**src/sv/biq_pkg.sv**
```systemverilog
package biq_pkg;

  // Fixed widths of the datapath
  localparam int STATE_W   = 48;  // stored state, two's complement
  localparam int MRES_W    = 52;  // scaled product, always fits +-2^50
  localparam int ACC_W     = 54;  // accumulator, holds a sum of three products
  localparam int PC_W      = 5;
  localparam int CFG_IDX_W = 3;

  // Program entry points
  localparam logic [PC_W-1:0] PC_DF2 = 5'd0;
  localparam logic [PC_W-1:0] PC_TRN = 5'd9;

  typedef enum logic [CFG_IDX_W-1:0] {
    REG_COEF_B0        = 3'd0,
    REG_COEF_B1        = 3'd1,
    REG_COEF_B2        = 3'd2,
    REG_COEF_A1        = 3'd3,
    REG_COEF_A2        = 3'd4,
    REG_STRUCTURE_MODE = 3'd5
  } reg_idx_e;

  typedef enum logic [2:0] {
    BASE_ACC,
    BASE_ZERO,
    BASE_X,
    BASE_XFD2,
    BASE_FD1,
    BASE_WD1,
    BASE_WD2
  } base_sel_e;

  typedef enum logic [1:0] {
    MADD_NONE,
    MADD_ADD,
    MADD_SUB
  } madd_e;

  typedef enum logic [2:0] {
    COEF_B0,
    COEF_B1,
    COEF_B2,
    COEF_A1,
    COEF_A2
  } coef_sel_e;

  typedef enum logic [1:0] {
    OPND_FD1,
    OPND_FD2,
    OPND_V,
    OPND_ACC
  } opnd_sel_e;

  typedef enum logic {
    SEQ_NEXT,
    SEQ_EMIT
  } seq_op_e;

  typedef struct packed {
    logic wr_v;
    logic wr_fd1;
    logic wr_fd2;
    logic wr_wd1;
    logic wr_wd2;
    logic wr_y;
    logic shift_fd;  // fd2 <= fd1, fd1 <= v
  } store_t;

  typedef struct packed {
    base_sel_e base;
    madd_e     madd;
    coef_sel_e coef;
    opnd_sel_e opnd;
    store_t    st;
    seq_op_e   seq;
  } ctrl_t;

  localparam ctrl_t CTRL_NOP = '{
    base: BASE_ACC,
    madd: MADD_NONE,
    coef: COEF_B0,
    opnd: OPND_FD1,
    st:   '0,
    seq:  SEQ_NEXT
  };

  // Control store. A product reaches mres through the pp and mres registers.
  function automatic ctrl_t ucode(input logic [PC_W-1:0] pc);
    ctrl_t c;
    c = CTRL_NOP;
    unique case (pc)
      // direct form II
      5'd0: begin
        c.base = BASE_X;   c.coef = COEF_A1; c.opnd = OPND_FD1;
      end
      5'd1: begin
        c.coef = COEF_A2;  c.opnd = OPND_FD2;
      end
      5'd2: begin
        c.madd = MADD_SUB; c.coef = COEF_B1; c.opnd = OPND_FD1;
      end
      5'd3: begin
        c.madd = MADD_SUB; c.coef = COEF_B2; c.opnd = OPND_FD2;
      end
      5'd4: begin
        c.base = BASE_ZERO; c.madd = MADD_ADD;
        c.coef = COEF_B0;   c.opnd = OPND_ACC; c.st.wr_v = 1'b1;
      end
      5'd5: c.madd = MADD_ADD;
      5'd6: c.madd = MADD_ADD;
      5'd7: begin
        c.st.wr_y = 1'b1; c.st.shift_fd = 1'b1;
      end
      5'd8: c.seq = SEQ_EMIT;
      // transposed form
      5'd9:  c.base = BASE_XFD2;
      5'd10: begin
        c.coef = COEF_B0; c.opnd = OPND_ACC; c.st.wr_v = 1'b1;
      end
      5'd11: begin
        c.coef = COEF_B1; c.opnd = OPND_V;
      end
      5'd12: begin
        c.base = BASE_WD2; c.madd = MADD_ADD; c.coef = COEF_B2; c.opnd = OPND_V;
      end
      5'd13: begin
        c.base = BASE_WD1; c.madd = MADD_ADD; c.coef = COEF_A1; c.opnd = OPND_V;
        c.st.wr_y = 1'b1;
      end
      5'd14: begin
        c.base = BASE_ZERO; c.madd = MADD_ADD; c.coef = COEF_A2; c.opnd = OPND_V;
        c.st.wr_wd2 = 1'b1;
      end
      5'd15: begin
        c.base = BASE_FD1; c.madd = MADD_SUB; c.st.wr_wd1 = 1'b1;
      end
      5'd16: begin
        c.base = BASE_ZERO; c.madd = MADD_SUB; c.st.wr_fd2 = 1'b1;
      end
      5'd17: begin
        c.st.wr_fd1 = 1'b1; c.seq = SEQ_EMIT;
      end
      default: c = CTRL_NOP;
    endcase
    return c;
  endfunction

endpackage

```
**src/sv/biq_seq.sv**
```systemverilog
module biq_seq (
  input  logic           clk_i,
  input  logic           rst_ni,
  input  logic           start_i,
  input  logic           mode_i,
  input  logic           out_blocked_i,
  output biq_pkg::ctrl_t ctrl_o,
  output logic           busy_o,
  output logic           emit_o
);
  import biq_pkg::*;

  logic [PC_W-1:0] pc_q, pc_d;
  logic            busy_q, busy_d;
  ctrl_t           word;

  assign word   = ucode(pc_q);
  assign ctrl_o = busy_q ? word : CTRL_NOP;
  assign emit_o = busy_q && (word.seq == SEQ_EMIT) && !out_blocked_i;
  assign busy_o = busy_q;

  always_comb begin
    pc_d   = pc_q;
    busy_d = busy_q;
    if (!busy_q) begin
      if (start_i) begin
        busy_d = 1'b1;
        pc_d   = mode_i ? PC_TRN : PC_DF2;
      end
    end else begin
      unique case (word.seq)
        SEQ_NEXT: pc_d = pc_q + PC_W'(1);
        SEQ_EMIT: begin
          // hold on the last word until the output slot frees
          if (!out_blocked_i) busy_d = 1'b0;
        end
        default: pc_d = pc_q;
      endcase
    end
  end

  always_ff @(posedge clk_i or negedge rst_ni) begin
    if (!rst_ni) begin
      pc_q   <= PC_DF2;
      busy_q <= 1'b0;
    end else begin
      pc_q   <= pc_d;
      busy_q <= busy_d;
    end
  end

endmodule

```
**config.mk**
```make
export PLATFORM = sky130hd
export DESIGN_NAME = biq_seq
export DESIGN_NICKNAME = d
export VERILOG_FILES = /design/src/sv/biq_pkg.sv /design/src/sv/biq_seq.sv
export SDC_FILE = /design/constraint.sdc
export NUM_CORES = 1
export LEC_CHECK = 0
export ABC_CLOCK_PERIOD_IN_PS = 5100
export BUFFER_PORTS_ARGS = -buffer_cell sky130_fd_sc_hd__buf_2
export CAP_MARGIN = 20
export CORE_ASPECT_RATIO = 0.75
export CORE_MARGIN = 4
export CORE_UTILIZATION = 37
export DETAILED_ROUTE_END_ITERATION = 16
export PLACE_DENSITY = 0.61
export SETUP_SLACK_MARGIN = 0.02
export SLEW_MARGIN = 25
export SYNTH_ARGS = -nofsm -noshare
export SYNTH_HDL_FRONTEND = slang
export SYNTH_SLANG_ARGS = --single-unit
export TNS_END_PERCENT = 50
```
**constraint.sdc**
```tcl
create_clock -name clk_i -period 5.1 [get_ports clk_i]
set_input_delay 1.02 -clock clk_i [delete_from_list [all_inputs] [get_ports clk_i]]
set_output_delay 1.02 -clock clk_i [all_outputs]
set_load 0.05 [all_outputs]
```
==> out/summary.json <==
{
  "run_status": {
    "run_status": "finished, final reports clean"
  },
  "logic_synthesis": {
    "syn-cell-area_um2": 764.5,
    "register_area_share_after_synthesis_pct": 19.64,
    "synthesis.nets": 113,
    "ys_types": 32,
    "post_synthesis_mean_instance_area_um2": 7.422,
    "number_of_synthesized_register_bits": 6,
    "synthesis.instances": 103,
    "synthesis.yosys.warnings": 0
  },
  "routing": {
    "dr.pass1.iters": 5,
    "drc": 0,
    "detail-route-antenna-nets": 0,
    "drt-initial-drc-count": 35,
    "wl_um": 1900,
    "wl_per_cell_um": 13.19,
    "vias": 777,
    "viasPerCell": 5.396
  },
  "sta": {
    "finalCriticalPeriod_ns": 3.085,
    "min_period_over_period_pct": 60.49,
    "final.setup_skew_ns": 0.005502,
    "timing.fmax_ghz": 0.3241,
    "max_slew.worst_pin.slew_ns": 0.7058,
    "timing_max_transition_violations_final": 0,
    "slew_headroom_pct": 52.94,
    "final-hold-violation-count": 0,
    "grt_setup_unrepaired": "no",
    "setup_viol_count_final": 0,
    "tns_ns": 0
  },
  "place": {
    "dp_hpwl_um": 1476,
    "placement.io_buffers": 24,
    "gp_congestion": 0.8489
  },
  "global_route": {
    "grt_max_degree": 23,
    "first_pass_grt_wire_length_um": 3008,
    "grt.overflow.total": 0,
    "grt_util_all_layers_pct": 14.36,
    "number_of_antenna_violations_at_the_first_check_in_global_routing": 0,
    "first_global_vias": 648
  },
  "critical_path": {
    "worst-setup-path-type": "flip-flop to output pin",
    "critical_path_peak_fanout": 9,
    "critPathLaunchType": "flip-flop",
    "worstRegToRegCells": 6,
    "cp_data_arrival_time_ns": 2.07,
    "worst_setup_path_end_kind": "output pin",
    "req_time_crit_path_ns": 4.08
  },
  "die": {
    "num_io_pins": 25,
    "design.die.area_um2": 2865,
    "die_x_um": 60.49,
    "initial_utilization_pct": 41.59,
    "core.rowCount": 13,
    "die_h_um": 47.37,
    "placeableCoreArea_um2": 1838
  },
  "worst_hold_path": {
    "hold_class": "primary input to asynchronous set/reset pin"
  },
  "finish": {
    "layout-drive-gt1-share_pct": 25.41,
    "syn2layout_area_growth_pct": 16.53,
    "final_nets": 134,
    "antenna-diode-count": 0
  },
  "clock_network": {
    "ctsResizeCount": 0,
    "clock_tree.buffer_depth": 2,
    "path_clk_slew_ns": 0.05,
    "insertion_delay_ns": 0.24,
    "tritoncts_num_sinks": 6,
    "cts_made_buffers": 3,
    "clockRootBuffer": "clkbuf_4",
    "cts-hold-fix-buffers": 0,
    "cts-htree-levels": 1,
    "cts_tree": "built",
    "post_cts_buffers": 0
  },
  "job": {
    "drv_cap": 0
  }
}
## cell usage after synthesis
cell type  instances  area (um^2)
nand2_1           12        45.04
a22oi_1            1        7.510
mux2i_1            3        30.03
nor2_1             8        30.03
o21ai_0            6        30.03
nand3_1            6        30.03
and3_4             1        11.26
nand3b_4           2        40.04
clkbuf_1           1        3.750
o211ai_1           2        15.01
ha_1               5        62.56
a21oi_1           10        50.05
nor3b_1            1        7.510
buf_1              1        3.750
nor4b_1            1        8.760
a211o_1            1        8.760
o32ai_1            1        8.760
a21oi_4            1        16.27
a31oi_1            2        12.51
o21a_1             2        15.01
xnor2_1            4        35.03
nand2b_1           1        6.260
o31ai_1            1        7.510
dfrtp_1            6        150.1
inv_1              9        33.78
nor3_1             2        10.01
nor2b_1            2        12.51
and2_1             3        18.77
buf_2              5        25.02
o22a_1             1        8.760
and4_1             1        8.760
buf_6              1        11.26
## worst paths after layout
path                       startpoint  endpoint  slack (ns)
hold reg to reg               pc_q[1]   pc_q[1]        0.63
setup / recovery              pc_q[0]    emit_o        2.01
setup reg to reg              pc_q[0]   pc_q[4]        3.31
hold / removal                 rst_ni   pc_q[4]        0.59
max in group asynchronous      rst_ni   pc_q[0]        4.36
min in group clk_i            pc_q[1]   pc_q[1]        0.63
## layer usage
metal	share of wire, %	track usage (%)	vias up	wire length, um
met1	49	20.03	356	927
met4	0.63	4.329	0	12
met2	46	21.55	21	867
li1	-	-	398	-
met5	0	0	-	0
met3	4.9	4.121	2	93
## cell usage in the layout, fill, tap and decap left out, types with 3 or more instances in the layout
cell / n
o21ai_0: 6
a21oi_1: 10
inv_1: 9
and2_1: 3
mux2i_1: 3
nand2_1: 12
nor2_1: 8
nand3_1: 6
xnor2_1: 4
buf_2: 24
dfrtp_1: 6
ha_1: 5
clkbuf_4: 3
## cell type report
cell class	count	area, um^2
Fill cell	190	947.2
Multi-Input combinational cell	80	536.8
Sequential cell	6	150.1
Timing Repair Buffer	24	120.1
Inverter	9	33.78
Tap cell	22	27.53
Clock buffer	3	22.52
## logic make-up (layout without fill, tap and decap cells)
group | count (synthesis) | count (layout) | share of synthesized area [%]
flip-flops | 6 | 6 | 19.64
adder cells (fa/ha/maj) | 5 | 5 | 8.183
AO/OA/AOI/OAI | 28 | 28 | 23.57
XOR/XNOR | 4 | 4 | 4.582
buffers and inverters | 17 | 36 | 10.15
AND/OR/NAND/NOR | 40 | 40 | 29.95
multiplexers | 3 | 3 | 3.928
## sequential cells by signal, summed over array words and instances (netlist names)
signal and cells:
pc_q 5, busy_o 1
## metrics by stage
step | hold slack [ns] | util, % | cells | setup WS (ns) | cell area (um^2)
floorplan | 0.5529 | - | 103 | 1.533 | 764.5
global placement | 0.5881 | 47.24 | 141 | 2.350 | 868.3
detailed placement | 0.6187 | 47.24 | 141 | 2.287 | 868.3
CTS | 0.5916 | 48.47 | 144 | 2.016 | 890.9
global route | 0.5848 | 48.47 | 144 | 1.819 | 890.9
finish | 0.5909 | 48.47 | 144 | 2.015 | 890.9
## critical path, stage by stage, from the launching register on
cell and delay [ns]:
dfrtp_1 0.42, inv_1 0.13, ha_1 0.38, nand3b_4 0.12
a21oi_4 0.25, nand2_1 0.12, nor2_1 0.12, buf_2 0.27
Power is left out: the tool's default activity adds up to more than one toggle a clock period on the data nets, which glitch-free logic cannot reach.
