<file path="src/sv/biq_pkg.sv">
package biq_pkg;

  // Fixed widths of the datapath
  localparam int STATE_W   = 48;  // stored state, two's complement
  localparam int MRES_W    = 52;  // scaled product, always fits +-2^50
  localparam int ACC_W     = 54;  // accumulator, holds a sum of three products
  localparam int PC_W      = 5;
  localparam int CFG_IDX_W = 3;

  // Program entry points
  localparam logic [PC_W-1:0] PC_DF2 = 5'd0;
  localparam logic [PC_W-1:0] PC_TRN = 5'd9;

  typedef enum logic [CFG_IDX_W-1:0] {
    REG_COEF_B0        = 3'd0,
    REG_COEF_B1        = 3'd1,
    REG_COEF_B2        = 3'd2,
    REG_COEF_A1        = 3'd3,
    REG_COEF_A2        = 3'd4,
    REG_STRUCTURE_MODE = 3'd5
  } reg_idx_e;

  typedef enum logic [2:0] {
    BASE_ACC,
    BASE_ZERO,
    BASE_X,
    BASE_XFD2,
    BASE_FD1,
    BASE_WD1,
    BASE_WD2
  } base_sel_e;

  typedef enum logic [1:0] {
    MADD_NONE,
    MADD_ADD,
    MADD_SUB
  } madd_e;

  typedef enum logic [2:0] {
    COEF_B0,
    COEF_B1,
    COEF_B2,
    COEF_A1,
    COEF_A2
  } coef_sel_e;

  typedef enum logic [1:0] {
    OPND_FD1,
    OPND_FD2,
    OPND_V,
    OPND_ACC
  } opnd_sel_e;

  typedef enum logic {
    SEQ_NEXT,
    SEQ_EMIT
  } seq_op_e;

  typedef struct packed {
    logic wr_v;
    logic wr_fd1;
    logic wr_fd2;
    logic wr_wd1;
    logic wr_wd2;
    logic wr_y;
    logic shift_fd;  // fd2 <= fd1, fd1 <= v
  } store_t;

  typedef struct packed {
    base_sel_e base;
    madd_e     madd;
    coef_sel_e coef;
    opnd_sel_e opnd;
    store_t    st;
    seq_op_e   seq;
  } ctrl_t;

  localparam ctrl_t CTRL_NOP = '{
    base: BASE_ACC,
    madd: MADD_NONE,
    coef: COEF_B0,
    opnd: OPND_FD1,
    st:   '0,
    seq:  SEQ_NEXT
  };

  // Control store. A product reaches mres through the pp and mres registers.
  function automatic ctrl_t ucode(input logic [PC_W-1:0] pc);
    ctrl_t c;
    c = CTRL_NOP;
    unique case (pc)
      // direct form II
      5'd0: begin
        c.base = BASE_X;   c.coef = COEF_A1; c.opnd = OPND_FD1;
      end
      5'd1: begin
        c.coef = COEF_A2;  c.opnd = OPND_FD2;
      end
      5'd2: begin
        c.madd = MADD_SUB; c.coef = COEF_B1; c.opnd = OPND_FD1;
      end
      5'd3: begin
        c.madd = MADD_SUB; c.coef = COEF_B2; c.opnd = OPND_FD2;
      end
      5'd4: begin
        c.base = BASE_ZERO; c.madd = MADD_ADD;
        c.coef = COEF_B0;   c.opnd = OPND_ACC; c.st.wr_v = 1'b1;
      end
      5'd5: c.madd = MADD_ADD;
      5'd6: c.madd = MADD_ADD;
      5'd7: begin
        c.st.wr_y = 1'b1; c.st.shift_fd = 1'b1;
      end
      5'd8: c.seq = SEQ_EMIT;
      // transposed form
      5'd9:  c.base = BASE_XFD2;
      5'd10: begin
        c.coef = COEF_B0; c.opnd = OPND_ACC; c.st.wr_v = 1'b1;
      end
      5'd11: begin
        c.coef = COEF_B1; c.opnd = OPND_V;
      end
      5'd12: begin
        c.base = BASE_WD2; c.madd = MADD_ADD; c.coef = COEF_B2; c.opnd = OPND_V;
      end
      5'd13: begin
        c.base = BASE_WD1; c.madd = MADD_ADD; c.coef = COEF_A1; c.opnd = OPND_V;
        c.st.wr_y = 1'b1;
      end
      5'd14: begin
        c.base = BASE_ZERO; c.madd = MADD_ADD; c.coef = COEF_A2; c.opnd = OPND_V;
        c.st.wr_wd2 = 1'b1;
      end
      5'd15: begin
        c.base = BASE_FD1; c.madd = MADD_SUB; c.st.wr_wd1 = 1'b1;
      end
      5'd16: begin
        c.base = BASE_ZERO; c.madd = MADD_SUB; c.st.wr_fd2 = 1'b1;
      end
      5'd17: begin
        c.st.wr_fd1 = 1'b1; c.seq = SEQ_EMIT;
      end
      default: c = CTRL_NOP;
    endcase
    return c;
  endfunction

endpackage

</file>
<file path="src/sv/biq_mul.sv">
module biq_mul #(
  parameter int COEF_WIDTH = 32
) (
  input  logic                                    clk_i,
  input  logic signed [COEF_WIDTH-1:0]            coef_i,
  input  logic signed [biq_pkg::STATE_W-1:0]      opnd_i,
  output logic signed [biq_pkg::MRES_W-1:0]       mres_o
);
  import biq_pkg::*;

  localparam int LO_W   = 16;
  localparam int HI_W   = STATE_W - LO_W;
  localparam int PH_W   = COEF_WIDTH + HI_W;
  localparam int PL_W   = COEF_WIDTH + LO_W + 1;
  localparam int FULL_W = COEF_WIDTH + STATE_W;
  localparam int FRAC   = COEF_WIDTH - 4;

  logic signed [HI_W-1:0]   op_hi;
  logic signed [LO_W:0]     op_lo;
  logic signed [PH_W-1:0]   pp_hi_d, pp_hi_q;
  logic signed [PL_W-1:0]   pp_lo_d, pp_lo_q;
  logic signed [FULL_W-1:0] full;
  logic signed [MRES_W-1:0] mres_d, mres_q;

  // signed upper part, unsigned lower part
  assign op_hi   = opnd_i[STATE_W-1:LO_W];
  assign op_lo   = {1'b0, opnd_i[LO_W-1:0]};
  assign pp_hi_d = PH_W'(coef_i) * PH_W'(op_hi);
  assign pp_lo_d = PL_W'(coef_i) * PL_W'(op_lo);

  // exact product, floor by arithmetic shift
  assign full   = (FULL_W'(pp_hi_q) <<< LO_W) + FULL_W'(pp_lo_q);
  assign mres_d = full[FULL_W-1:FRAC];

  always_ff @(posedge clk_i) begin
    pp_hi_q <= pp_hi_d;
    pp_lo_q <= pp_lo_d;
    mres_q  <= mres_d;
  end

  assign mres_o = mres_q;

endmodule

</file>
<file path="config.mk">
export PLATFORM = sky130hd
export DESIGN_NAME = biq_mul
export DESIGN_NICKNAME = d
export VERILOG_FILES = /design/src/sv/biq_pkg.sv /design/src/sv/biq_mul.sv
export SDC_FILE = /design/constraint.sdc
export NUM_CORES = 2
export LEC_CHECK = 0
export ABC_AREA = 0
export BUFFER_PORTS_ARGS = -buffer_cell sky130_fd_sc_hd__buf_2
export CAP_MARGIN = 40
export CORE_ASPECT_RATIO = 1.25
export CORE_MARGIN = 3
export CORE_UTILIZATION = 31
export CTS_CLUSTER_SIZE = 12
export DETAILED_ROUTE_END_ITERATION = 7
export PLACE_DENSITY = 0.47
export SETUP_SLACK_MARGIN = 0.1
export SKIP_CTS_REPAIR_TIMING = 1
export SYNTH_ARGS = -nofsm -noshare
export SYNTH_HDL_FRONTEND = slang
export SYNTH_SLANG_ARGS = --single-unit
</file>
<file path="constraint.sdc">
create_clock -name clk_i -period 24.2 [get_ports clk_i]
set_input_delay 2.42 -clock clk_i [delete_from_list [all_inputs] [get_ports clk_i]]
set_output_delay 2.42 -clock clk_i [all_outputs]
set_load 0.005 [all_outputs]
</file>
==> flow_summary.ini <==
[die]
die_height_um = 494
dieArea_sq_um = 196000
start_util_pct = 31.3
fp.coreArea_sq_um = 189000
die_w_um = 396
row_count = 178
boundaryPins = 133

[sta]
skew_ns = 0.0220
finalHoldViolations = 0
drv_slew = 0
max_clock_freq_mhz = 96.2
worstMarginPinSlew_ns = 0.942
fin_crit_ns = 10.40
setup_slack_ns = 13.80
final.setup.tns_ns = 0
setup_viol = 0
max_slew_margin_pct = 37.2
period_share_pct = 43.0
rsz0062_at_grt = no

[placement]
dp_cells = 8723
place_congestion = 0.859
numPortBuffers = 132
dp_worst_setup_slack_ns = 13.31
place_area_sq_um = 62200
hpwlAfterDp_mm = 144

[critical_path]
reg2reg_depth = 12
setup.worst_path.end_class = flip-flop
r2r_setup_slack_ns = 20.56
reg2reg_to = mres_o[51]
start_kind = input pin
required_ns = 24.60
cp_max_fo = 48
critPathKind = in -> reg
arrival_ns = 10.80
r2r-start = pp_lo_q[48]

[finish]
nNetsFinal = 8233
area_growth_syn_to_layout_pct = 6.50
postLayoutCellArea_sq_um = 62800
drive_above_1_share_pct = 4.12
instances_no_fill = 8765
fillCellCount = 19765

[logic_synthesis]
yosysUniqueCellTypes = 74
syn_area_sq_um = 59000
synth_edf_count = 0
syn-num-nets = 8336
ys_seq_elements = 149
synthArstFlopShare_pct = 0
seq_area_frac_synth_pct = 5.05
synthSimpleGateAreaFrac_pct = 15.2
synth_compound_area_share_pct = 4.83
avgSynthCellArea_sq_um = 9.33
yosys_warnings = 0
syn_inst = 6325
synth_xor_area_share_pct = 2.29
synth_flop_cell = dfxtp_1
synth_top_family_by_area = adder cells
synthMuxAreaShare_pct = 0.0170
synth-adder-area-share_pct = 60.9

[grt]
track_usage_pct = 19.4
antenna_found_initial = 17
grt_max_degree = 49
grt-ovfl-total = 0
grt_pass1_vias = 47875
grt_pass1_wl_mm = 287

[min_path]
worstHoldStart = pp_hi_q[51]
hold_path_class = reg -> reg
min_path_cells = 2
hold_end = mres_o[39]

[flow_run]
maxCapViolations = 0

[clock_tree]
clkTransAtPathRegs_ns = 0.07
htreeDepth = 4
insertion_delay_ns = 0.48
cts_buffers = 17
root_buffer = clkbuf_16
ctsLongestPathBuffers = 2
clkSinkCount = 149
cts_tree = yes

[route]
drtAntennaViolNets = 0
routed_wl_mm = 183
drtIter0Drc = 2136
wl_per_cell_um = 20.8
firstDrtPassIters = 5
drc = 0
via_per_inst = 4.74
vias = 41529

[run_status]
status = finished clean
==> cells by family (layout without fill, tap and decap cells) <==
logic type,count (synthesis),in the layout
xor gates and xnor gates,154,154
DFF,149,149
AOI/OAI and AO/OA,429,429
and+or+nand+nor,1824,1824
muxes,1,1
adders and majority gates,1930,1930
buffers and inverters,1838,1748
other,0,10
==> through the flow <==
stage	util [%]	hold WS, ns
after floorplan	-	0.545
after global placement	32.9	0.628
after detailed placement	33.0	0.626
after CTS	33.3	0.638
after global routing	33.3	0.666
final	33.3	0.629
==> placed cells by master (no fill, tap or decap), drive strengths merged, types with 16 or more instances in the layout <==
cell	instances
ha	361
a31oi	16
clkbuf	17
xnor2	91
xor2	63
nand2	870
nor3	26
nand2b	19
inv	1524
and3	17
a21o	96
and2	708
o21bai	23
fa	1569
dfxtp	149
o21ai	62
buf	202
nor2	93
a21oi	130
nand3	32
nand4	26
==> state kept, by name (all words and copies together) (netlist names) <==
register,flops
pp_hi_q,64
pp_lo_q,33
mres_o,52
==> critical path: stages <==
cell and delay (ns):
buf_2 0.07, buf_4 0.51, nand2_1 0.21, inv_1 0.17
fa_1 0.46, fa_1 0.50, fa_1 0.95, inv_1 0.15
fa_1 0.66, inv_1 0.55, fa_1 0.56, fa_1 0.55
inv_1 0.05, fa_1 0.47, inv_1 0.05, fa_1 0.46
ha_1 0.36, a21o_1 0.21, nor3_1 0.22, o211ai_1 0.21
a32oi_1 0.37, o21ai_1 0.21, o21ai_0 0.25, xnor2_1 0.14
==> cells in the mapped netlist (all sizes together) (32+ instances only) <==
| master | n | area share [%] |
|---|---|---|
| fa | 1569 | 53 |
| xnor2 | 91 | 1.4 |
| nand2 | 870 | 5.5 |
| and2 | 708 | 7.5 |
| clkbuf | 317 | 2.1 |
| a21o | 96 | 1.2 |
| xor2 | 63 | 0.94 |
| nor2 | 93 | 0.59 |
| dfxtp | 149 | 5.1 |
| ha | 361 | 7.7 |
| inv | 1514 | 9.6 |
| a21oi | 130 | 1.1 |
| nand3 | 32 | 0.27 |
| o21ai | 62 | 0.53 |
==> worst max-delay path by stage <==
stage	startpoint	to	cells past startpoint
floorplan	coef_i[31]	pp_hi_q[62]	25
global placement	coef_i[31]	pp_hi_q[62]	24
detailed placement	coef_i[31]	pp_hi_q[62]	24
CTS	coef_i[31]	pp_hi_q[62]	24
global route	coef_i[31]	pp_hi_q[62]	24
finish	coef_i[31]	pp_hi_q[62]	24
==> area by class of cell <==
cell class | count | area (sq um) | area share (%)
inverters | 1514 | 5680 | 9.04
repair buffers | 202 | 1320 | 2.10
well taps | 2520 | 3150 | 5.02
clock inverters | 15 | 158 | 0.251
clock buffers | 17 | 425 | 0.677
diodes | 10 | 25.0 | 0.0398
multi-input cells | 4338 | 49100 | 78.1
flip-flops and latches | 149 | 2980 | 4.75
==> per-layer routing <==
metal / vias up / GRT usage (%) / share of wire, %
met5: - / 0 / 0.015
met4: 4 / 8.64 / 5.3
met3: 311 / 1.86 / 4.0
met2: 1001 / 37.2 / 55
met1: 22118 / 21.6 / 36
li1: 18095 / - / -
Power is left out: the tool's default activity adds up to more than one toggle a clock period on the data nets, which glitch-free logic cannot reach.
