`src/sv/biq_pkg.sv`:
```
package biq_pkg;

  // Fixed widths of the datapath
  localparam int STATE_W   = 48;  // stored state, two's complement
  localparam int MRES_W    = 52;  // scaled product, always fits +-2^50
  localparam int ACC_W     = 54;  // accumulator, holds a sum of three products
  localparam int PC_W      = 5;
  localparam int CFG_IDX_W = 3;

  // Program entry points
  localparam logic [PC_W-1:0] PC_DF2 = 5'd0;
  localparam logic [PC_W-1:0] PC_TRN = 5'd9;

  typedef enum logic [CFG_IDX_W-1:0] {
    REG_COEF_B0        = 3'd0,
    REG_COEF_B1        = 3'd1,
    REG_COEF_B2        = 3'd2,
    REG_COEF_A1        = 3'd3,
    REG_COEF_A2        = 3'd4,
    REG_STRUCTURE_MODE = 3'd5
  } reg_idx_e;

  typedef enum logic [2:0] {
    BASE_ACC,
    BASE_ZERO,
    BASE_X,
    BASE_XFD2,
    BASE_FD1,
    BASE_WD1,
    BASE_WD2
  } base_sel_e;

  typedef enum logic [1:0] {
    MADD_NONE,
    MADD_ADD,
    MADD_SUB
  } madd_e;

  typedef enum logic [2:0] {
    COEF_B0,
    COEF_B1,
    COEF_B2,
    COEF_A1,
    COEF_A2
  } coef_sel_e;

  typedef enum logic [1:0] {
    OPND_FD1,
    OPND_FD2,
    OPND_V,
    OPND_ACC
  } opnd_sel_e;

  typedef enum logic {
    SEQ_NEXT,
    SEQ_EMIT
  } seq_op_e;

  typedef struct packed {
    logic wr_v;
    logic wr_fd1;
    logic wr_fd2;
    logic wr_wd1;
    logic wr_wd2;
    logic wr_y;
    logic shift_fd;  // fd2 <= fd1, fd1 <= v
  } store_t;

  typedef struct packed {
    base_sel_e base;
    madd_e     madd;
    coef_sel_e coef;
    opnd_sel_e opnd;
    store_t    st;
    seq_op_e   seq;
  } ctrl_t;

  localparam ctrl_t CTRL_NOP = '{
    base: BASE_ACC,
    madd: MADD_NONE,
    coef: COEF_B0,
    opnd: OPND_FD1,
    st:   '0,
    seq:  SEQ_NEXT
  };

  // Control store. A product reaches mres through the pp and mres registers.
  function automatic ctrl_t ucode(input logic [PC_W-1:0] pc);
    ctrl_t c;
    c = CTRL_NOP;
    unique case (pc)
      // direct form II
      5'd0: begin
        c.base = BASE_X;   c.coef = COEF_A1; c.opnd = OPND_FD1;
      end
      5'd1: begin
        c.coef = COEF_A2;  c.opnd = OPND_FD2;
      end
      5'd2: begin
        c.madd = MADD_SUB; c.coef = COEF_B1; c.opnd = OPND_FD1;
      end
      5'd3: begin
        c.madd = MADD_SUB; c.coef = COEF_B2; c.opnd = OPND_FD2;
      end
      5'd4: begin
        c.base = BASE_ZERO; c.madd = MADD_ADD;
        c.coef = COEF_B0;   c.opnd = OPND_ACC; c.st.wr_v = 1'b1;
      end
      5'd5: c.madd = MADD_ADD;
      5'd6: c.madd = MADD_ADD;
      5'd7: begin
        c.st.wr_y = 1'b1; c.st.shift_fd = 1'b1;
      end
      5'd8: c.seq = SEQ_EMIT;
      // transposed form
      5'd9:  c.base = BASE_XFD2;
      5'd10: begin
        c.coef = COEF_B0; c.opnd = OPND_ACC; c.st.wr_v = 1'b1;
      end
      5'd11: begin
        c.coef = COEF_B1; c.opnd = OPND_V;
      end
      5'd12: begin
        c.base = BASE_WD2; c.madd = MADD_ADD; c.coef = COEF_B2; c.opnd = OPND_V;
      end
      5'd13: begin
        c.base = BASE_WD1; c.madd = MADD_ADD; c.coef = COEF_A1; c.opnd = OPND_V;
        c.st.wr_y = 1'b1;
      end
      5'd14: begin
        c.base = BASE_ZERO; c.madd = MADD_ADD; c.coef = COEF_A2; c.opnd = OPND_V;
        c.st.wr_wd2 = 1'b1;
      end
      5'd15: begin
        c.base = BASE_FD1; c.madd = MADD_SUB; c.st.wr_wd1 = 1'b1;
      end
      5'd16: begin
        c.base = BASE_ZERO; c.madd = MADD_SUB; c.st.wr_fd2 = 1'b1;
      end
      5'd17: begin
        c.st.wr_fd1 = 1'b1; c.seq = SEQ_EMIT;
      end
      default: c = CTRL_NOP;
    endcase
    return c;
  endfunction

endpackage

```
`src/sv/biq_dp.sv`:
```
module biq_dp #(
  parameter int SAMPLE_WIDTH = 24,
  parameter int COEF_WIDTH   = 32
) (
  input  logic                                 clk_i,
  input  logic                                 rst_ni,
  input  biq_pkg::ctrl_t                       ctrl_i,
  input  logic                                 cfg_we_i,
  input  logic [biq_pkg::CFG_IDX_W-1:0]        cfg_index_i,
  input  logic [COEF_WIDTH-1:0]                cfg_value_i,
  input  logic                                 in_load_i,
  input  logic signed [SAMPLE_WIDTH-1:0]       sample_i,
  input  logic signed [biq_pkg::MRES_W-1:0]    mres_i,
  output logic signed [COEF_WIDTH-1:0]         mul_coef_o,
  output logic signed [biq_pkg::STATE_W-1:0]   mul_opnd_o,
  output logic                                 mode_o,
  output logic signed [SAMPLE_WIDTH-1:0]       sample_o
);
  import biq_pkg::*;

  localparam int STATE_FRAC = 40 - SAMPLE_WIDTH;
  localparam int RND_W      = ACC_W + 1;
  localparam logic signed [RND_W-1:0] RND_C = RND_W'(1) <<< (STATE_FRAC - 1);
  localparam logic [COEF_WIDTH-1:0]   B0_RST = COEF_WIDTH'(1) << (COEF_WIDTH - 4);

  function automatic logic signed [STATE_W-1:0] sat_state(input logic signed [ACC_W-1:0] a);
    logic [ACC_W-STATE_W:0] hi_bits;
    hi_bits = a[ACC_W-1:STATE_W-1];
    if ((&hi_bits) || !(|hi_bits)) begin
      return a[STATE_W-1:0];
    end
    return a[ACC_W-1] ? {1'b1, {(STATE_W-1){1'b0}}} : {1'b0, {(STATE_W-1){1'b1}}};
  endfunction

  logic signed [COEF_WIDTH-1:0]   b0_q, b1_q, b2_q, a1_q, a2_q;
  logic                           mode_q;
  logic signed [STATE_W-1:0]      fd1_q, fd2_q, wd1_q, wd2_q;
  logic signed [STATE_W-1:0]      v_q;
  logic signed [ACC_W-1:0]        acc_q, acc_d, y_q;
  logic signed [SAMPLE_WIDTH-1:0] x_q;
  logic signed [ACC_W-1:0]        x_ext, base, mres_ext;
  logic signed [STATE_W-1:0]      acc_sat;
  logic signed [RND_W-1:0]        rnd_sum, rnd;
  logic [RND_W-SAMPLE_WIDTH:0]    rnd_hi;

  // configuration
  always_ff @(posedge clk_i or negedge rst_ni) begin
    if (!rst_ni) begin
      b0_q   <= B0_RST;
      b1_q   <= '0;
      b2_q   <= '0;
      a1_q   <= '0;
      a2_q   <= '0;
      mode_q <= 1'b0;
    end else if (cfg_we_i) begin
      if (cfg_index_i == REG_COEF_B0)        b0_q   <= cfg_value_i;
      if (cfg_index_i == REG_COEF_B1)        b1_q   <= cfg_value_i;
      if (cfg_index_i == REG_COEF_B2)        b2_q   <= cfg_value_i;
      if (cfg_index_i == REG_COEF_A1)        a1_q   <= cfg_value_i;
      if (cfg_index_i == REG_COEF_A2)        a2_q   <= cfg_value_i;
      if (cfg_index_i == REG_STRUCTURE_MODE) mode_q <= cfg_value_i[0];
    end
  end

  assign mode_o = mode_q;

  assign x_ext    = ACC_W'(x_q) <<< STATE_FRAC;
  assign mres_ext = ACC_W'(mres_i);
  assign acc_sat  = sat_state(acc_q);

  always_comb begin
    unique case (ctrl_i.coef)
      COEF_B0: mul_coef_o = b0_q;
      COEF_B1: mul_coef_o = b1_q;
      COEF_B2: mul_coef_o = b2_q;
      COEF_A1: mul_coef_o = a1_q;
      COEF_A2: mul_coef_o = a2_q;
      default: mul_coef_o = b0_q;
    endcase
  end

  always_comb begin
    unique case (ctrl_i.opnd)
      OPND_FD1: mul_opnd_o = fd1_q;
      OPND_FD2: mul_opnd_o = fd2_q;
      OPND_V:   mul_opnd_o = v_q;
      OPND_ACC: mul_opnd_o = acc_sat;
      default:  mul_opnd_o = fd1_q;
    endcase
  end

  always_comb begin
    unique case (ctrl_i.base)
      BASE_ACC:  base = acc_q;
      BASE_ZERO: base = '0;
      BASE_X:    base = x_ext;
      BASE_XFD2: base = x_ext + ACC_W'(fd2_q);
      BASE_FD1:  base = ACC_W'(fd1_q);
      BASE_WD1:  base = ACC_W'(wd1_q);
      BASE_WD2:  base = ACC_W'(wd2_q);
      default:   base = acc_q;
    endcase
  end

  always_comb begin
    unique case (ctrl_i.madd)
      MADD_NONE: acc_d = base;
      MADD_ADD:  acc_d = base + mres_ext;
      MADD_SUB:  acc_d = base - mres_ext;
      default:   acc_d = base;
    endcase
  end

  // filter state
  always_ff @(posedge clk_i or negedge rst_ni) begin
    if (!rst_ni) begin
      fd1_q <= '0;
      fd2_q <= '0;
      wd1_q <= '0;
      wd2_q <= '0;
    end else begin
      if (ctrl_i.st.shift_fd) begin
        fd2_q <= fd1_q;
        fd1_q <= v_q;
      end
      if (ctrl_i.st.wr_fd1) fd1_q <= acc_sat;
      if (ctrl_i.st.wr_fd2) fd2_q <= acc_sat;
      if (ctrl_i.st.wr_wd1) wd1_q <= acc_sat;
      if (ctrl_i.st.wr_wd2) wd2_q <= acc_sat;
    end
  end

  always_ff @(posedge clk_i) begin
    acc_q <= acc_d;
    if (in_load_i)      x_q <= sample_i;
    if (ctrl_i.st.wr_v) v_q <= acc_sat;
    if (ctrl_i.st.wr_y) y_q <= acc_q;
  end

  // round half up, then clamp to the sample range
  assign rnd_sum = RND_W'(y_q) + RND_C;
  assign rnd     = rnd_sum >>> STATE_FRAC;
  assign rnd_hi  = rnd[RND_W-1:SAMPLE_WIDTH-1];

  always_comb begin
    if ((&rnd_hi) || !(|rnd_hi)) begin
      sample_o = rnd[SAMPLE_WIDTH-1:0];
    end else if (rnd[RND_W-1]) begin
      sample_o = {1'b1, {(SAMPLE_WIDTH-1){1'b0}}};
    end else begin
      sample_o = {1'b0, {(SAMPLE_WIDTH-1){1'b1}}};
    end
  end

endmodule

```
`config.mk`:
```
export PLATFORM = sky130hd
export DESIGN_NAME = biq_dp
export DESIGN_NICKNAME = d
export VERILOG_FILES = /design/src/sv/biq_pkg.sv /design/src/sv/biq_dp.sv
export SDC_FILE = /design/constraint.sdc
export NUM_CORES = 1
export LEC_CHECK = 0
export ABC_AREA = 0
export CAP_MARGIN = 15
export CORE_MARGIN = 5
export CORE_UTILIZATION = 50
export CTS_BUF_LIST = sky130_fd_sc_hd__clkbuf_4 sky130_fd_sc_hd__clkbuf_8
export CTS_CLUSTER_SIZE = 10
export DETAILED_ROUTE_END_ITERATION = 8
export DONT_BUFFER_PORTS = 1
export GPL_ROUTABILITY_DRIVEN = 1
export PLACE_DENSITY = 0.75
export SLEW_MARGIN = 20
export SYNTH_ARGS = -nofsm -noshare
export SYNTH_HDL_FRONTEND = slang
export SYNTH_SLANG_ARGS = --single-unit
export TNS_END_PERCENT = 10
```
`constraint.sdc`:
```
create_clock -name clk_i -period 5.4 [get_ports clk_i]
set_input_delay 0.27 -clock clk_i [delete_from_list [all_inputs] [get_ports clk_i]]
set_output_delay 0.27 -clock clk_i [all_outputs]
set_load 0.05 [all_outputs]
```
==> results of run 1 <==
-- metal layers --
| metal | up-vias | track usage [%] | part of all wire, % |
|---|---|---|---|
| li1 | 11221 | - | - |
| met1 | 12223 | 34.1 | 39 |
| met2 | 1097 | 45.3 | 50 |
| met3 | 229 | 4.80 | 7.0 |
| met4 | 2 | 11.5 | 4.4 |
| met5 | - | 0 | 0.012 |
-- Yosys cell counts (75+ instances only) --
library cell / instances
nand3_1: 75
inv_1: 123
mux2i_1: 111
nand2_1: 264
clkbuf_1: 157
ha_1: 88
dfrtp_1: 352
xnor2_1: 98
o21ai_0: 199
nor2_1: 283
mux2_2: 181
edfxtp_1: 111
a21oi_1: 355
-- sequential cells by signal, indices dropped and copies added, names as in the netlist, 24 cells and up --
register / flops
a1_q: 32
a2_q: 32
acc_q: 54
b0_q: 32
b1_q: 32
b2_q: 32
fd1_q: 48
fd2_q: 48
v_q: 48
wd1_q: 48
wd2_q: 48
x_q: 24
y_q: 39
-- worst min-delay path by stage --
stage	start	end	slack, ps	cells after the start
after floorplan	rst_ni	a1_q[0]	-30	0
after global placement	rst_ni	fd1_q[8]	20	0
after detailed placement	rst_ni	wd1_q[8]	20	0
after CTS	rst_ni	b2_q[29]	-740	0
after global routing	rst_ni	wd1_q[8]	-730	0
final	rst_ni	wd1_q[8]	-670	0
-- layout make-up --
type / count / area (um2)
Multi-Input combinational cell: 2245 / 15700
Clock buffer: 134 / 1660
Sequential cell: 518 / 13200
Inverter: 123 / 462
Fill cell: 4858 / 25400
Tap cell: 773 / 967
Clock inverter: 30 / 323
Timing Repair Buffer: 140 / 1390
Antenna cell: 8 / 20.0
-- power breakdown --
group          total [uW]  switching, uW  internal [uW]
combinational        6960           4340           2610
sequential           6500           1070           5430
clock                3900           1710           2190
total               17400           7120          10200
-- per-stage QoR --
stage	util [%]	cell area [um2]	setup slack, ps	setup TNS, ps
4_1_cts	56.8	33600	22.5	0
6_report	57.1	33800	170	0
2_1_floorplan	-	29900	585	0
3_5_place_dp	51.9	30700	-3.55	-3.55
3_3_place_gp	51.9	30700	63.7	0
5_1_grt	57.1	33800	-120	-222
-- timing repair --
item,in CTS,in global routing
resized for setup,1,27
pin swaps,0,9
endpoints found under the setup margin,1,35
endpoints found under the hold margin,847,353
buffers inserted,0,1
-- critical path: stages (launching register included) --
cell	delay, ps
dfrtp_1	390
ha_1	220
inv_1	70
fa_2	220
nor2b_1	50
o21a_1	190
o211ai_1	300
a211oi_2	160
o2111ai_2	330
a211oi_2	120
buf_4	160
o211a_1	200
or3_1	320
a31oi_2	240
nor2_1	70
ha_1	220
a21o_1	200
a21o_1	180
a21o_1	190
a21o_1	210
a21oi_1	150
nor2b_1	60
a311o_1	320
a21o_1	190
xor2_1	140
mux2_2	260
-- kinds of logic after synthesis --
group           after synthesis
compound gates              863
mux                         341
xor+xnor                    141
simple gates                810
flops                       518
fa+ha+maj                    90
buf+inv                     310
==> impl_metrics.yaml, run 1 <==
status:
  status: "finished, violations left"
  violations: "hold timing"
synthesis:
  synth_top_family_by_area: "compound AO/OA/AOI/OAI gates"
  synth_top_area_share_pct: 29.5
  syn_avg_cell_area_um2: 9.73
  synth_area_um2: 29900
  muxShareOfSynthArea_pct: 14.2
  synth-main-ff-cell: "dfrtp_1"
  syn_nets: 3296
  ys_ff_latch: 518
  synthCells: 3073
  synth-simple-area-share_pct: 12.3
  synth_edf_count: 111
  synth_compound_area_share_pct: 17.3
  synthTopCellsByArea: "dfrtp_1, edfxtp_1, mux2_2"
  synth_xor_area_share_pct: 4.13
  ys_seq_area_share_pct: 44.3
  synthAdderAreaFrac_pct: 3.82
  synth_top_cell_by_area: "dfrtp_1"
  ys_types: 86
  yosys_warnings: 0
  async_reset_ff_share_pct: 68.1
timing:
  period_needed_ps: 5230
  whs_ps: -673
  fmax_mhz: 191
  period_share_pct: 96.8
  rsz0062_at_grt: "true"
  slew-limit-headroom_pct: 8.21
  worst_pin_slew_ps: 1380
  clock-skew-final_ps: 38.1
  hold_violations: 352
  setup_violations: 0
  maxSlewViolCount: 0
detailed_routing:
  routed_wl_um: 89800
  firstDrtPassIters: 6
  antenna_left: 0
  via_per_inst: 6.24
  drt_iter0_markers: 2433
  drc: 0
  vias: 24772
  post_drt_wl_per_cell_um: 22.6
layout:
  final_cells: 3971
  layout.nets: 3339
  area_delta_synth_final_pct: 13.0
  layout_commonest_cell: "a21oi_1"
  layout-drive-gt1-share_pct: 16.3
  layout_common_cells: "a21oi_1, dfrtp_1, nor2_1, nand2_1, o21ai_0"
floorplan:
  rows: 89
  die_height_um: 255
  die_w_um: 255
  pin_count: 238
  start_util_pct: 50.6
  die-area_um2: 64800
  core_area_um2: 59100
critical_path:
  path_class: "reg2reg"
  rr_worst_depth: 25
  worst_setup_path_start_kind: "flop"
  regToRegSetupSlack_ps: 170
  r2r_start: "fd2_q[16]"
  crit_start: "fd2_q[16]"
  crit_fanout: 4
  timing.rr.end: "acc_q[50]"
  worstPathArrival_ps: 5840
  worstSetupEndpoint: "acc_q[50]"
  crit_path_end_kind: "flop"
  worst_ep_required_time_ps: 6010
cts:
  root_buffer: "clkbuf_8"
  clk_latency_ps: 710
  holdBufCountCts: 84
  clock_path_buffers: 3
  cts_max_level: 3
  clk_pin_slew_ps: 70
  cts_tree: "yes"
  cts_sinks: 518
  cts-buffers-inserted: 88
grt:
  grt_overflow: 0
  track_usage_pct: 26.8
  grt_pass1_wl_um: 138000
  grt_pass1_vias: 24111
  grt_antenna_before_repair: 7
  grt_max_degree: 354
place:
  dp_hpwl_um: 59700
  io_buffers: 0
  gp_routability_congestion: 0.952
  dp_cells: 3714
power_and_ir_drop:
  p_leak_uw: 0.0142
  peakVddDrop_mv: 0.279
  power_uw: 17400
  cellPowerDensity_nw_per_um2: 514
hold_path:
  hold_class: "in2async"
job:
  cap_violations: 0
(Power assumes the default switching activity.)
==> run 2: changes to the inputs <==
SETUP_SLACK_MARGIN = 0.2   (was unset)
==> run 2 against run 1 <==
  * The flow still finishes with violations (hold timing)
  * Non-clock buffer count is 8 higher
  * Clock power hardly changed
  * Count of clock-buffer cells in the layout stayed put
  * Combinational power is 2% higher
  * Worst hold slack better by 0.99 ps
  * Critical path type unchanged
==> impl_metrics.yaml, run 2 (synthesis gave the netlist of run 1 again) <==
cts:
  cts_sinks: 518
  cts_tree: "yes"
  clk_pin_slew_ps: 70
  clock_path_buffers: 3
  cts-buffers-inserted: 88
  holdBufCountCts: 84
  cts_max_level: 3
  clk_latency_ps: 710
  root_buffer: "clkbuf_8"
layout:
  fillers: 4838
  regArea_um2: 13200
  design_area_um2: 34000
  layout-drive-gt1-share_pct: 17.2
  layout.nets: 3347
  layout_commonest_cell: "dfrtp_1"
  largest_reg_flops: 54
  multi_input_area_um2: 15800
  layout_common_cells: "dfrtp_1, a21oi_1, nor2_1, nand2_1, o21ai_0"
  area_delta_synth_final_pct: 13.6
  top_register: "acc_q"
critical_path:
  worstPathArrival_ps: 5900
  crit_start: "x_q[0]"
  crit_fanout: 4
  worst_setup_path_start_kind: "flop"
  r2r_start: "x_q[0]"
  worst_ep_required_time_ps: 6040
  path_class: "reg2reg"
  crit_path_end_kind: "flop"
floorplan:
  die_height_um: 255
  core_area_um2: 59100
  start_util_pct: 50.6
  die_w_um: 255
  rows: 89
  pin_count: 238
  die-area_um2: 64800
hold_path:
  hold_class: "in2async"
detailed_routing:
  drt_iter0_markers: 2428
  antenna_left: 0
  vias: 24771
  routed_wl_um: 90100
  firstDrtPassIters: 6
  post_drt_wl_per_cell_um: 22.7
  drc: 0
  via_per_inst: 6.23
timing:
  whs_ps: -672
  clock-skew-final_ps: 36.0
  fin_ws_ps: 146
  rsz0062_at_grt: "true"
  fmax_mhz: 190
  period_needed_ps: 5250
  period_share_pct: 97.3
  hold_violations: 352
  setup_violations: 0
  slew-limit-headroom_pct: 7.91
  worst_pin_slew_ps: 1380
  maxSlewViolCount: 0
place:
  dp_slack_ps: -3.55
  dp_hpwl_um: 59700
  io_buffers: 0
  place_area_um2: 30700
  gp_routability_congestion: 0.952
power_and_ir_drop:
  peakVddDrop_mv: 0.281
  p_leak_uw: 0.0142
  cellPowerDensity_nw_per_um2: 515
status:
  violations: "hold timing"
  status: "finished, violations left"
job:
  cap_violations: 0
grt:
  grt_pass1_vias: 24181
  grt_max_degree: 354
  grt_overflow: 0
  grt_pass1_wl_um: 138000
  grt_antenna_before_repair: 7
  track_usage_pct: 26.9
## run 2: changes by cell type in the layout (fill, tap and decap cells not counted), sizes merged
cell / change
buf: +8
## run 2: where the power goes
part / leakage [uW] / switching (uW) / total (uW) / internal (uW)
registers: 0.00565 / 1070 / 6510 / 5430
logic: 0.00752 / 4390 / 7070 / 2680
clock network: 0.00106 / 1710 / 3900 / 2190
total: 0.0142 / 7180 / 17500 / 10300
## run 2: metal layers
metal	part of all wire (%)	routed length, um	global-route usage [%]
met5	0.012	11	0
met4	4.6	4120	11.7
met3	7.1	6370	4.97
met2	50	44700	45.3
met1	39	34900	34.0
## run 2: stage by stage
stage	util, %	std cells	setup TNS [ps]	total power (uW)
floorplan	-	3073	0	11500
global placement	51.9	3714	0	12900
detailed placement	51.9	3714	-3.55	13100
CTS	57.0	3964	0	17300
global route	57.4	3977	-109	18500
finish	57.4	3979	0	17500
## run 2: critical path, stage by stage (launching register included)
cell,delay (ps)
edfxtp_1,400
ha_2,210
inv_2,60
fa_2,210
nor2b_2,50
o21a_1,210
o211ai_1,290
buf_4,190
a21oi_2,60
a21o_1,210
a21oi_2,150
xor2_1,160
nor2_1,70
o32a_1,410
ha_2,230
or4_1,530
a21oi_2,150
o2bb2ai_2,100
nor2_1,170
o21ai_1,160
a221oi_2,380
o221ai_1,220
or4b_1,490
nand3_1,90
## run 2: repair_timing
action | CTS | global route
setup buffers | 2 | 7
gates resized for setup | 10 | 45
pin swaps | 6 | 32
setup endpoints to repair | 4 | 41
hold endpoints to repair | 847 | 353
## run 2: final cells by class
class	instances	share of cell area (%)
clock buffers	134	4.88
flip-flops and latches	518	39.0
diodes	8	0.0589
repair buffers	148	4.26
multi-input cells	2245	46.6
inverters	123	1.36
well taps	773	2.85
clock inverters	30	0.950
## run 2: worst paths after layout
check | endpoint | slack [ps] | cells past startpoint
hold reg to reg | y_q[45] | 470 | 0
min in group clk_i | acc_q[0] | 70 | 4
max in group asynchronous | a1_q[28] | 5020 | 0
hold / removal | wd1_q[8] | -670 | 0
setup reg to reg | acc_q[38] | 150 | 23
setup / recovery | acc_q[38] | 150 | 23
